`src/hdl/gcns_pkg.sv`:
```
// types and constants of the graph coloring node selector
package gcns_pkg;

	// node storage
	localparam int MAX_NODES = 16;
	localparam int IDX_W     = $clog2(MAX_NODES);
	localparam int CNT_W     = $clog2(MAX_NODES + 1);

	// configuration port
	localparam int CFG_W     = 5;
	localparam int CFG_IDX_W = 1;
	localparam logic [CFG_IDX_W-1:0] REG_NODE_COUNT = 1'b0;
	localparam logic [CFG_IDX_W-1:0] REG_HEURISTIC  = 1'b1;

	// item kinds
	localparam logic [1:0] KIND_ADD_NEIGHBOR = 2'd0;
	localparam logic [1:0] KIND_ASSIGN_COLOR = 2'd1;
	localparam logic [1:0] KIND_PROBE        = 2'd2;

	// heuristics
	localparam logic [1:0] MODE_FEWEST_COLORS = 2'd1;
	localparam logic [1:0] MODE_MOST_NEIGHBORS = 2'd2;
	localparam logic [1:0] MODE_RESET          = MODE_FEWEST_COLORS;

	// colors
	localparam logic [1:0] COLOR_NONE   = 2'd0;
	localparam logic [1:0] COLOR_RED    = 2'd1;
	localparam logic [1:0] COLOR_GREEN  = 2'd2;
	localparam logic [1:0] COLOR_YELLOW = 2'd3;

	// input transaction
	typedef struct packed {
		logic [1:0] kind;
		logic [3:0] node;
		logic [3:0] other_node;
		logic [1:0] color_code;
	} item_t;

	// result transaction
	typedef struct packed {
		logic       color_ok;
		logic [3:0] next_node;
		logic       next_found;
		logic       all_done;
	} result_t;

endpackage

```
`src/hdl/graph_coloring_node_selector.sv`:
```
// graph coloring node selector: neighbor matrix, node colors and selection scan
//
// Usage:
//   Input channel: a transaction is taken at a rising edge with start high and
//   busy low. It first adds a neighbor bit, assigns a color, or only probes.
//   Result channel: done is high for exactly one cycle with the result on
//   result; the receiver cannot stall, so it must take it in that cycle.
//   Configuration: cfg_we writes node_count (index 0) or heuristic_mode
//   (index 1) at once; write only while busy is low and no result is pending.
// Sequence:
//   One transaction passes from accept to done through the check, scan and
//   finish states: check tests the probed row, then the shared row read and
//   score unit visits one node per cycle over all MAX_NODES entries, then the
//   result is registered. busy drops when done rises, so the next start may
//   be taken in the done cycle; no new transaction is taken while one is in
//   flight.
// Reset:
//   arst_n clears all neighbor bits and colors, sets node_count to 0 and
//   heuristic_mode to fewest remaining colors, and returns the block to idle.
module graph_coloring_node_selector (
	input  logic                                clk,
	input  logic                                arst_n,
	input  logic                                start,
	input  gcns_pkg::item_t                     item,
	output logic                                busy,
	output logic                                done,
	output gcns_pkg::result_t                   result,
	input  logic                                cfg_we,
	input  logic [gcns_pkg::CFG_IDX_W-1:0]      cfg_index,
	input  logic [gcns_pkg::CFG_W-1:0]          cfg_data
);
	import gcns_pkg::*;

	typedef enum logic [3:0] {
		ST_IDLE   = 4'b0001,
		ST_CHECK  = 4'b0010,
		ST_SCAN   = 4'b0100,
		ST_FINISH = 4'b1000
	} state_t;

	state_t                 state_q;
	logic [CNT_W-1:0]       node_count_q;
	logic [1:0]             mode_q;
	logic [MAX_NODES-1:0]   nbr_q [MAX_NODES];
	logic [1:0]             colors_q [MAX_NODES];
	logic [IDX_W-1:0]       idx_q;
	logic                   done_q;

	logic [IDX_W-1:0]       node_q;
	logic [1:0]             color_q;
	logic                   ok_q;
	logic                   found_q;
	logic                   all_q;
	logic [CNT_W-1:0]       best_q;
	logic [IDX_W-1:0]       pick_q;
	result_t                result_q;

	logic [CNT_W-1:0]       n_sat;
	logic [MAX_NODES-1:0]   pmask;
	logic [IDX_W-1:0]       rd_addr;
	logic [MAX_NODES-1:0]   row;
	logic [MAX_NODES-1:0]   clash;
	logic [3:0]             used;
	logic [2:0]             free_colors;
	logic [CNT_W-1:0]       score;
	logic                   mode_active;
	logic                   cand;
	logic                   better;
	logic                   accept;

	assign accept = start && (state_q == ST_IDLE);
	assign busy   = (state_q != ST_IDLE);
	assign done   = done_q;
	assign result = result_q;

	// node count saturates at the storage depth
	assign n_sat = (node_count_q > CNT_W'(MAX_NODES)) ? CNT_W'(MAX_NODES) : node_count_q;

	// present node mask
	always_comb begin
		for (int j = 0; j < MAX_NODES; j++) begin
			pmask[j] = (CNT_W'(j) < n_sat);
		end
	end

	// shared row read: probed node in check, scan index in scan
	assign rd_addr = (state_q == ST_CHECK) ? node_q : idx_q;
	assign row     = nbr_q[rd_addr] & pmask;

	// per-neighbor color compare and used color set
	always_comb begin
		used = 4'b0000;
		for (int j = 0; j < MAX_NODES; j++) begin
			clash[j] = row[j] && (colors_q[j] == color_q);
			if (row[j]) begin
				used = used | (4'b0001 << colors_q[j]);
			end
		end
	end

	// score of the row under the selected heuristic
	assign free_colors = ~used[3:1];
	always_comb begin
		if (mode_q == MODE_FEWEST_COLORS) begin
			score = CNT_W'($countones(free_colors));
		end else begin
			score = CNT_W'($countones(row));
		end
	end

	assign mode_active = (mode_q == MODE_FEWEST_COLORS) || (mode_q == MODE_MOST_NEIGHBORS);
	assign cand = (CNT_W'(idx_q) < n_sat) && (colors_q[idx_q] == COLOR_NONE);

	// strict improvement keeps the first winner
	always_comb begin
		if (!found_q) begin
			better = 1'b1;
		end else if (mode_q == MODE_FEWEST_COLORS) begin
			better = (score < best_q);
		end else begin
			better = (score > best_q);
		end
	end

	// configuration registers
	always_ff @(posedge clk or negedge arst_n) begin
		if (!arst_n) begin
			node_count_q <= '0;
			mode_q       <= MODE_RESET;
		end else if (cfg_we) begin
			case (cfg_index)
				REG_NODE_COUNT: node_count_q <= cfg_data[CNT_W-1:0];
				REG_HEURISTIC:  mode_q       <= cfg_data[1:0];
				default:        ;
			endcase
		end
	end

	// graph state updated by accepted transactions
	always_ff @(posedge clk or negedge arst_n) begin
		if (!arst_n) begin
			for (int i = 0; i < MAX_NODES; i++) begin
				nbr_q[i]    <= '0;
				colors_q[i] <= COLOR_NONE;
			end
		end else if (accept) begin
			case (item.kind)
				KIND_ADD_NEIGHBOR: nbr_q[item.node][item.other_node] <= 1'b1;
				KIND_ASSIGN_COLOR: colors_q[item.node] <= item.color_code;
				default:           ;
			endcase
		end
	end

	// sequencer
	always_ff @(posedge clk or negedge arst_n) begin
		if (!arst_n) begin
			state_q <= ST_IDLE;
			idx_q   <= '0;
			done_q  <= 1'b0;
		end else begin
			done_q <= 1'b0;
			case (state_q)
				ST_IDLE: begin
					if (start) begin
						state_q <= ST_CHECK;
					end
				end
				ST_CHECK: begin
					idx_q   <= '0;
					state_q <= ST_SCAN;
				end
				ST_SCAN: begin
					idx_q <= idx_q + 1'b1;
					if (idx_q == IDX_W'(MAX_NODES - 1)) begin
						state_q <= ST_FINISH;
					end
				end
				ST_FINISH: begin
					done_q  <= 1'b1;
					state_q <= ST_IDLE;
				end
				default: state_q <= ST_IDLE;
			endcase
		end
	end

	// datapath registers
	always_ff @(posedge clk) begin
		case (state_q)
			ST_IDLE: begin
				if (start) begin
					node_q  <= item.node;
					color_q <= item.color_code;
				end
			end
			ST_CHECK: begin
				ok_q    <= ~|clash;
				found_q <= 1'b0;
				all_q   <= 1'b1;
				best_q  <= '0;
				pick_q  <= '0;
			end
			ST_SCAN: begin
				if (cand) begin
					all_q <= 1'b0;
					if (mode_active && better) begin
						found_q <= 1'b1;
						best_q  <= score;
						pick_q  <= idx_q;
					end
				end
			end
			ST_FINISH: begin
				result_q.color_ok   <= ok_q;
				result_q.next_node  <= found_q ? 4'(pick_q) : 4'd0;
				result_q.next_found <= found_q;
				result_q.all_done   <= all_q;
			end
			default: ;
		endcase
	end

endmodule

```
`config.mk`:
```
export PLATFORM = sky130hd
export DESIGN_NAME = graph_coloring_node_selector
export DESIGN_NICKNAME = d
export VERILOG_FILES = /design/src/hdl/gcns_pkg.sv /design/src/hdl/graph_coloring_node_selector.sv
export SDC_FILE = /design/constraint.sdc
export NUM_CORES = 1
export LEC_CHECK = 0
export BUFFER_PORTS_ARGS = -buffer_cell sky130_fd_sc_hd__buf_2
export CAP_MARGIN = 10
export CELL_PAD_IN_SITES_DETAIL_PLACEMENT = 0
export CELL_PAD_IN_SITES_GLOBAL_PLACEMENT = 2
export CORE_MARGIN = 3
export CORE_UTILIZATION = 46
export DETAILED_ROUTE_END_ITERATION = 10
export PLACE_DENSITY_LB_ADDON = 0.1
export SLEW_MARGIN = 20
export SYNTH_ARGS = -nofsm -noshare
export SYNTH_HDL_FRONTEND = slang
export SYNTH_SLANG_ARGS = --single-unit
```
`constraint.sdc`:
```
create_clock -name clk -period 12.45 [get_ports clk]
set_input_delay 3.735 -clock clk [delete_from_list [all_inputs] [get_ports clk]]
set_output_delay 3.735 -clock clk [all_outputs]
set_load 0.01 [all_outputs]
```
==> results.json, run 1 <==
{
  "hold_viol": 0,
  "first_global_vias": 12662,
  "critPathMaxFanout": 57,
  "num_vias": 12554,
  "critPathCaptureType": "flop",
  "fin_area_mm2": 0.0184,
  "n_antenna_cell": 0,
  "internal_power_mw": 2.29,
  "wl_per_cell_um": 26.4,
  "drv_slew": 0,
  "numCtsBuffers": 38,
  "synth_cell_types": 81,
  "pre_cts_ws_ns": 3.35,
  "grt_max_degree": 85,
  "max_stage_delay_ns": 0.88,
  "synth-main-ff-cell": "dfrtp_1",
  "crit_buf_inv": 6,
  "io_buffers": 30,
  "yosysWarnings": 0,
  "holdPathEnd": "result[0]",
  "ant_nets": 0,
  "postLayoutSetupSlackWorst_ns": 3.26,
  "placed_area_mm2": 0.0171,
  "comb_power_share": 0.345,
  "min_from": "all_q",
  "period_minus_slack_ns": 9.19,
  "post_cts_resized": 0,
  "worst-path-stages": 28,
  "cts.sinks": 329,
  "placementRows": 69,
  "synth_edf_count": 25,
  "cp_slowest_cell": "o22ai_4",
  "finalSetupViolCount": 0,
  "ys_seq_elements": 329,
  "tightest_slew_ns": 1.11,
  "drcViolationCount": 0,
  "start_kind": "flop",
  "gp_congestion": 0.889,
  "io_pins": 31,
  "whs_path_depth": 0,
  "fmax_mhz": 109,
  "clock_latency_ns": 0.56,
  "dp_hpwl_mm": 35.9,
  "synthDominantCellAreaShare": 0.453,
  "grt_overflow": 0,
  "die_h_um": 196,
  "arrival_ns": 9.39,
  "switchingPower_mw": 1.38,
  "first_iter_violations": 1126,
  "die-area_mm2": 0.0386,
  "htree_levels": 2,
  "grt_pass1_wl_mm": 82.9,
  "antenna_found_initial": 0,
  "cpLargestDelayFamily": "compound AO/OA/AOI/OAI gates",
  "start_util": 0.468,
  "timing.rr.start": "state_q[0]",
  "yosysSeqAreaShare": 0.502,
  "syn_avg_cell_area_um2": 10.5,
  "rsz0062_at_grt": "false",
  "sw_frac_of_total": 0.376,
  "finClkSkew_ns": 0.0148,
  "postCtsHoldBufs": 0,
  "power_density_mw_per_mm2": 199,
  "timing.max_cap.violations": 0,
  "syn_inst": 1585,
  "areaGrowthSynthToFinish_pct": 10.6,
  "path_class": "flop to flop",
  "final.period_utilization": 0.738,
  "clk_path_buf_depth": 3,
  "dieWidth_um": 196,
  "cts_tree": "done",
  "ir_drop_uv": 166,
  "min_path_type": "flop to flop",
  "p_leak_nw": 9.26,
  "wirelength_mm": 54.3,
  "layout-drive-gt1-share": 0.133,
  "clockPowerShare": 0.312,
  "tns_ns": 0,
  "r2r_end": "pick_q[1]",
  "vias_per_cell": 6.11,
  "syn_area_mm2": 0.0167,
  "synth_area_leaders": "dfrtp_1, a21o_1, edfxtp_1",
  "r2r_slack_ns": 3.26,
  "power_frac_seq": 0.342,
  "slew_headroom": 0.258,
  "fin_nets": 1616,
  "r2r.worst_path.cells": 28,
  "core_area_mm2": 0.0357,
  "post-cts-setup-buffers": 0,
  "dr.pass1.iters": 5,
  "cts-root-buf": "clkbuf_16",
  "cp.required_ns": 12.65,
  "grtUsageTotal": 0.285,
  "clkTransAtPathRegs_ns": 0.06,
  "status": "finished clean",
  "synth_top_area_cell": "dfrtp_1",
  "synthArstFlopShare": 0.924,
  "syn_nets": 1633
}
synth_stat cells (all sizes together), types with 8 or more instances:
master	n
nand2b	18
dfrtp	302
o221ai	33
nor2b	8
o211ai	21
fa	11
buf	41
a31oi	10
nand3	48
clkbuf	69
mux2	56
nor2	76
inv	61
xor2	18
nor3	32
a21oi	27
o21ai	31
o21bai	71
nand4	21
a32oi	24
and3	12
o2111ai	15
ha	15
edfxtp	25
xnor2	16
nand2	195
a21o	164
mux2i	52
and2	13
flip-flops by register name, summed over array words and instances, names as in the netlist, 2 cells and up:
register,flops
node_count_q,5
idx_q,4
result,7
nbr_q,256
state_q,4
mode_q,2
best_q,5
pick_q,4
color_q,2
colors_q,32
node_q,4
per-layer routing:
metal,vias up,GRT usage,share of wire
met4,0,0.0842,0.028
met1,6389,0.416,0.45
met2,398,0.435,0.45
met5,-,0,0
li1,5673,-,-
met3,94,0.0561,0.066
cells by family after synthesis:
| group | synth area share |
|---|---|
| muxes | 0.0720 |
| and+or+nand+nor | 0.133 |
| buffers and inverters | 0.0477 |
| xor gates and xnor gates | 0.0179 |
| adders and majority gates | 0.0245 |
| DFF | 0.502 |
| AOI/OAI and AO/OA | 0.203 |
power groups by stage:
| stage | clock [mW] | sequential [mW] | combinational, mW |
|---|---|---|---|
| floorplan | 0 | 1.22 | 0.930 |
| global placement | 0 | 1.27 | 1.26 |
| detailed placement | 0 | 1.27 | 1.26 |
| CTS | 1.17 | 1.25 | 1.27 |
| global route | 1.21 | 1.26 | 1.41 |
| finish | 1.14 | 1.25 | 1.26 |
worst max path at each step:
stage	start	endpoint	slack (ns)
2_1_floorplan	state_q[2]	best_q[0]	5.31
3_3_place_gp	state_q[0]	pick_q[1]	3.48
3_5_place_dp	state_q[0]	best_q[3]	3.35
4_1_cts	state_q[0]	pick_q[0]	3.31
5_1_grt	state_q[0]	pick_q[0]	2.84
6_report	state_q[0]	pick_q[1]	3.26
area by class of cell:
class,instances,area [um2]
Multi-Input combinational cell,1084,7660
Sequential cell,329,8360
Clock inverter,12,161
Clock buffer,55,1110
Timing Repair Buffer,53,333
Tap cell,461,577
Fill cell,3226,17200
Inverter,62,238
per-stage QoR:
step            util  hold WS, ns  cells  power, mW
2_1_floorplan      -        0.400   1585       2.15
3_3_place_gp   0.481        0.408   1989       2.53
3_5_place_dp   0.481        0.407   1989       2.53
4_1_cts        0.516        0.420   2056       3.69
5_1_grt        0.517        0.430   2056       3.88
6_report       0.517        0.422   2056       3.66
placed cells by master (no fill, tap or decap), drive strengths merged, types with 5 or more instances in the layout:
cell type	count
and2	13
o21bai	71
ha	15
a31oi	10
dfrtp	302
nor2b	8
nor2	76
a211oi	5
nand3b	5
edfxtp	25
a21oi	27
a41oi	5
nand3	48
nand4	21
nand2	195
buf	53
a32oi	24
mux2	56
and3	12
clkbuf	55
o22ai	6
o211ai	21
inv	62
nor3b	7
clkinv	8
fa	11
xnor2	16
mux2i	52
a21o	164
or2	7
nand2b	18
nor3	32
or3	5
o21ai	31
o221ai	33
a221oi	5
o2111ai	15
xor2	18
No activity file was read; power rests on OpenSTA's default activity.
==> run 2: changes to the inputs <==
--- a/config.mk
+++ b/config.mk
@@ -5,12 +5,13 @@
 export SDC_FILE = /design/constraint.sdc
 export NUM_CORES = 1
 export LEC_CHECK = 0
+export ABC_AREA = 1
 export BUFFER_PORTS_ARGS = -buffer_cell sky130_fd_sc_hd__buf_2
 export CAP_MARGIN = 10
 export CELL_PAD_IN_SITES_DETAIL_PLACEMENT = 0
 export CELL_PAD_IN_SITES_GLOBAL_PLACEMENT = 2
 export CORE_MARGIN = 3
-export CORE_UTILIZATION = 46
+export CORE_UTILIZATION = 35
 export DETAILED_ROUTE_END_ITERATION = 10
 export PLACE_DENSITY_LB_ADDON = 0.1
 export SLEW_MARGIN = 20
==> constraint.sdc (replaced) <==
create_clock -name clk -period 7.7 [get_ports clk]
set_input_delay 2.31 -clock clk [delete_from_list [all_inputs] [get_ports clk]]
set_output_delay 2.31 -clock clk [all_outputs]
set_load 0.01 [all_outputs]
==> results.json, run 2 <==
{
  "status": "finished clean",
  "core_area_mm2": 0.0460,
  "synth_cell_types": 50,
  "rsz0062_at_grt": "false",
  "ys_seq_elements": 329,
  "die-area_mm2": 0.0498,
  "critPathCaptureType": "flop",
  "top_register": "nbr_q",
  "r2r_slack_ns": 0.48,
  "cp.required_ns": 7.96,
  "areaGrowthSynthToFinish_pct": 13.4,
  "grtUsageTotal": 0.237,
  "clk_path_buf_depth": 3,
  "synthArstFlopShare": 0.924,
  "drcViolationCount": 0,
  "antenna_found_initial": 4,
  "htree_levels": 2,
  "dieWidth_um": 223,
  "period_minus_slack_ns": 7.22,
  "cp_slowest_cell": "o21ai_4",
  "cpLargestDelayFamily": "adder cells",
  "dp_hpwl_mm": 37.5,
  "fmax_mhz": 138,
  "start_util": 0.359,
  "synth_top_area_cell": "dfrtp_1",
  "power_frac_seq": 0.240,
  "ant_nets": 0,
  "synth_common_cells": "nand2_1, dfrtp_1, inv_1",
  "largest_reg_flops": 256,
  "first_global_vias": 13628,
  "path_class": "flop to flop",
  "crit_buf_inv": 5,
  "crit_path_frequent_cell": "fa_1",
  "p_leak_nw": 9.00,
  "fin_hold_ws_ns": 0.426,
  "syn_avg_cell_area_um2": 8.25,
  "final.period_utilization": 0.938,
  "tightest_slew_ns": 1.13,
  "clkTransAtPathRegs_ns": 0.05,
  "ir_drop_uv": 576,
  "cts-root-buf": "clkbuf_16",
  "grt_overflow": 0,
  "final_cell_mix": "nand2_1, dfrtp_1, inv_1",
  "min_path_type": "flop to flop",
  "wl_per_cell_um": 22.0,
  "synthDominantCellAreaShare": 0.458,
  "critPathMaxFanout": 17,
  "finalSetupViolCount": 0,
  "num_vias": 13806,
  "finClkSkew_ns": 0.0169,
  "dr.pass1.iters": 5,
  "arrival_ns": 7.48,
  "clockPowerShare": 0.237,
  "synth_area_leaders": "dfrtp_1, nand2_1, nand3_1",
  "start_kind": "flop",
  "max_stage_delay_ns": 0.63,
  "syn_nets": 2048,
  "io_pins": 31,
  "comb_power_share": 0.523,
  "sw_frac_of_total": 0.444,
  "switchingPower_mw": 3.65,
  "numCtsBuffers": 41,
  "hold_viol": 0,
  "timing.max_cap.violations": 0,
  "mostFrequentLayoutCell": "nand2_1",
  "io_buffers": 30,
  "grt_pass1_wl_mm": 89.1,
  "yosysWarnings": 0,
  "tns_ns": 0,
  "vias_per_cell": 5.19,
  "first_iter_violations": 1002,
  "syn_area_mm2": 0.0165,
  "die_h_um": 223,
  "internal_power_mw": 4.58,
  "synth-main-ff-cell": "dfrtp_1",
  "post_cts_resized": 0,
  "postCtsHoldBufs": 0,
  "cts.sinks": 329,
  "fill_cells": 4742,
  "gp_congestion": 0.916,
  "synth_edf_count": 25,
  "cts_tree": "done",
  "fin_nets": 2076,
  "wirelength_mm": 58.5,
  "slew_headroom": 0.245,
  "yosys.cell_count.top_type": "nand2_1",
  "post-cts-setup-buffers": 0,
  "clock_latency_ns": 0.57,
  "n_antenna_cell": 0,
  "syn_inst": 2000,
  "power_density_mw_per_mm2": 440,
  "placementRows": 78,
  "grt_max_degree": 137,
  "layout-drive-gt1-share": 0.0816,
  "drv_slew": 0,
  "yosysSeqAreaShare": 0.507
}
## run 2: changes by cell type in the layout (fill, tap and decap cells not counted), sizes merged, moves of 55 or more
cell / before / now
nand2: 195 / 427
nand3: 48 / 285
inv: 62 / 292
o21ai: 31 / 232
mux2: 56 / 1
a21o: 164 / 1
## run 2: power by group through the flow
stage	Combinational (mW)	Clock, mW	Sequential [mW]
after floorplan	3.02	0	1.96
after global placement	4.26	0	2.00
after detailed placement	4.31	0	2.00
after CTS	4.32	2.00	1.97
after global routing	4.95	2.07	1.99
final	4.30	1.95	1.98
## run 2: final timing paths
kind	start	to	depth (start not counted)
max	state_q[2]	pick_q[0]	29
min	all_q	result[0]	0
max reg2reg	state_q[2]	pick_q[0]	29
min reg2reg	all_q	result[0]	0
max in group asynchronous	arst_n	nbr_q[16]	2
min in group asynchronous	arst_n	nbr_q[182]	1
## run 2: kinds of logic (layout without fill, tap and decap cells)
logic type / count (synthesis) / count (layout) / synth area share
flops: 329 / 329 / 0.507
compound gates: 354 / 354 / 0.125
fa+ha+maj: 26 / 26 / 0.0247
simple gates: 883 / 883 / 0.235
xor+xnor: 22 / 22 / 0.0117
mux: 1 / 1 / 0.000683
buf+inv: 385 / 443 / 0.0960
## run 2: per-layer routing
layer | share of wire | global-route usage | vias to the layer above
li1 | - | - | 6559
met1 | 0.48 | 0.345 | 6794
met2 | 0.44 | 0.365 | 377
met3 | 0.052 | 0.0384 | 76
met4 | 0.024 | 0.0667 | 0
met5 | 0 | 0 | -
## run 2: metrics by stage
step / worst slack (ns) / util / total power, mW / cell area, um2 / instances
final: 0.478 / 0.407 / 8.23 / 18700 / 2658
after global routing: 0.00643 / 0.407 / 9.01 / 18700 / 2658
after CTS: 0.479 / 0.406 / 8.30 / 18700 / 2657
after detailed placement: 0.481 / 0.377 / 6.32 / 17300 / 2584
after global placement: 0.542 / 0.377 / 6.27 / 17300 / 2584
after floorplan: 1.06 / - / 4.98 / 16500 / 2000
## run 2: worst register-to-register path: cells and delay by family, from the launching register on
| family | cells | cell delay, ns |
|---|---|---|
| AND/OR/NAND/NOR | 14 | 2.04 |
| flip-flops | 1 | 0.42 |
| AO/OA/AOI/OAI | 3 | 0.80 |
| adder cells (fa/ha/maj) | 7 | 2.95 |
| buffers and inverters | 5 | 0.71 |
## run 2: final cells by class
class	instances	area [um2]	share of cell area
Clock buffer	64	1210	0.0650
Inverter	292	1100	0.0586
Tap cell	600	751	0.0402
Sequential cell	329	8360	0.447
Timing Repair Buffer	78	577	0.0309
Multi-Input combinational cell	1286	6570	0.351
Clock inverter	9	125	0.00669
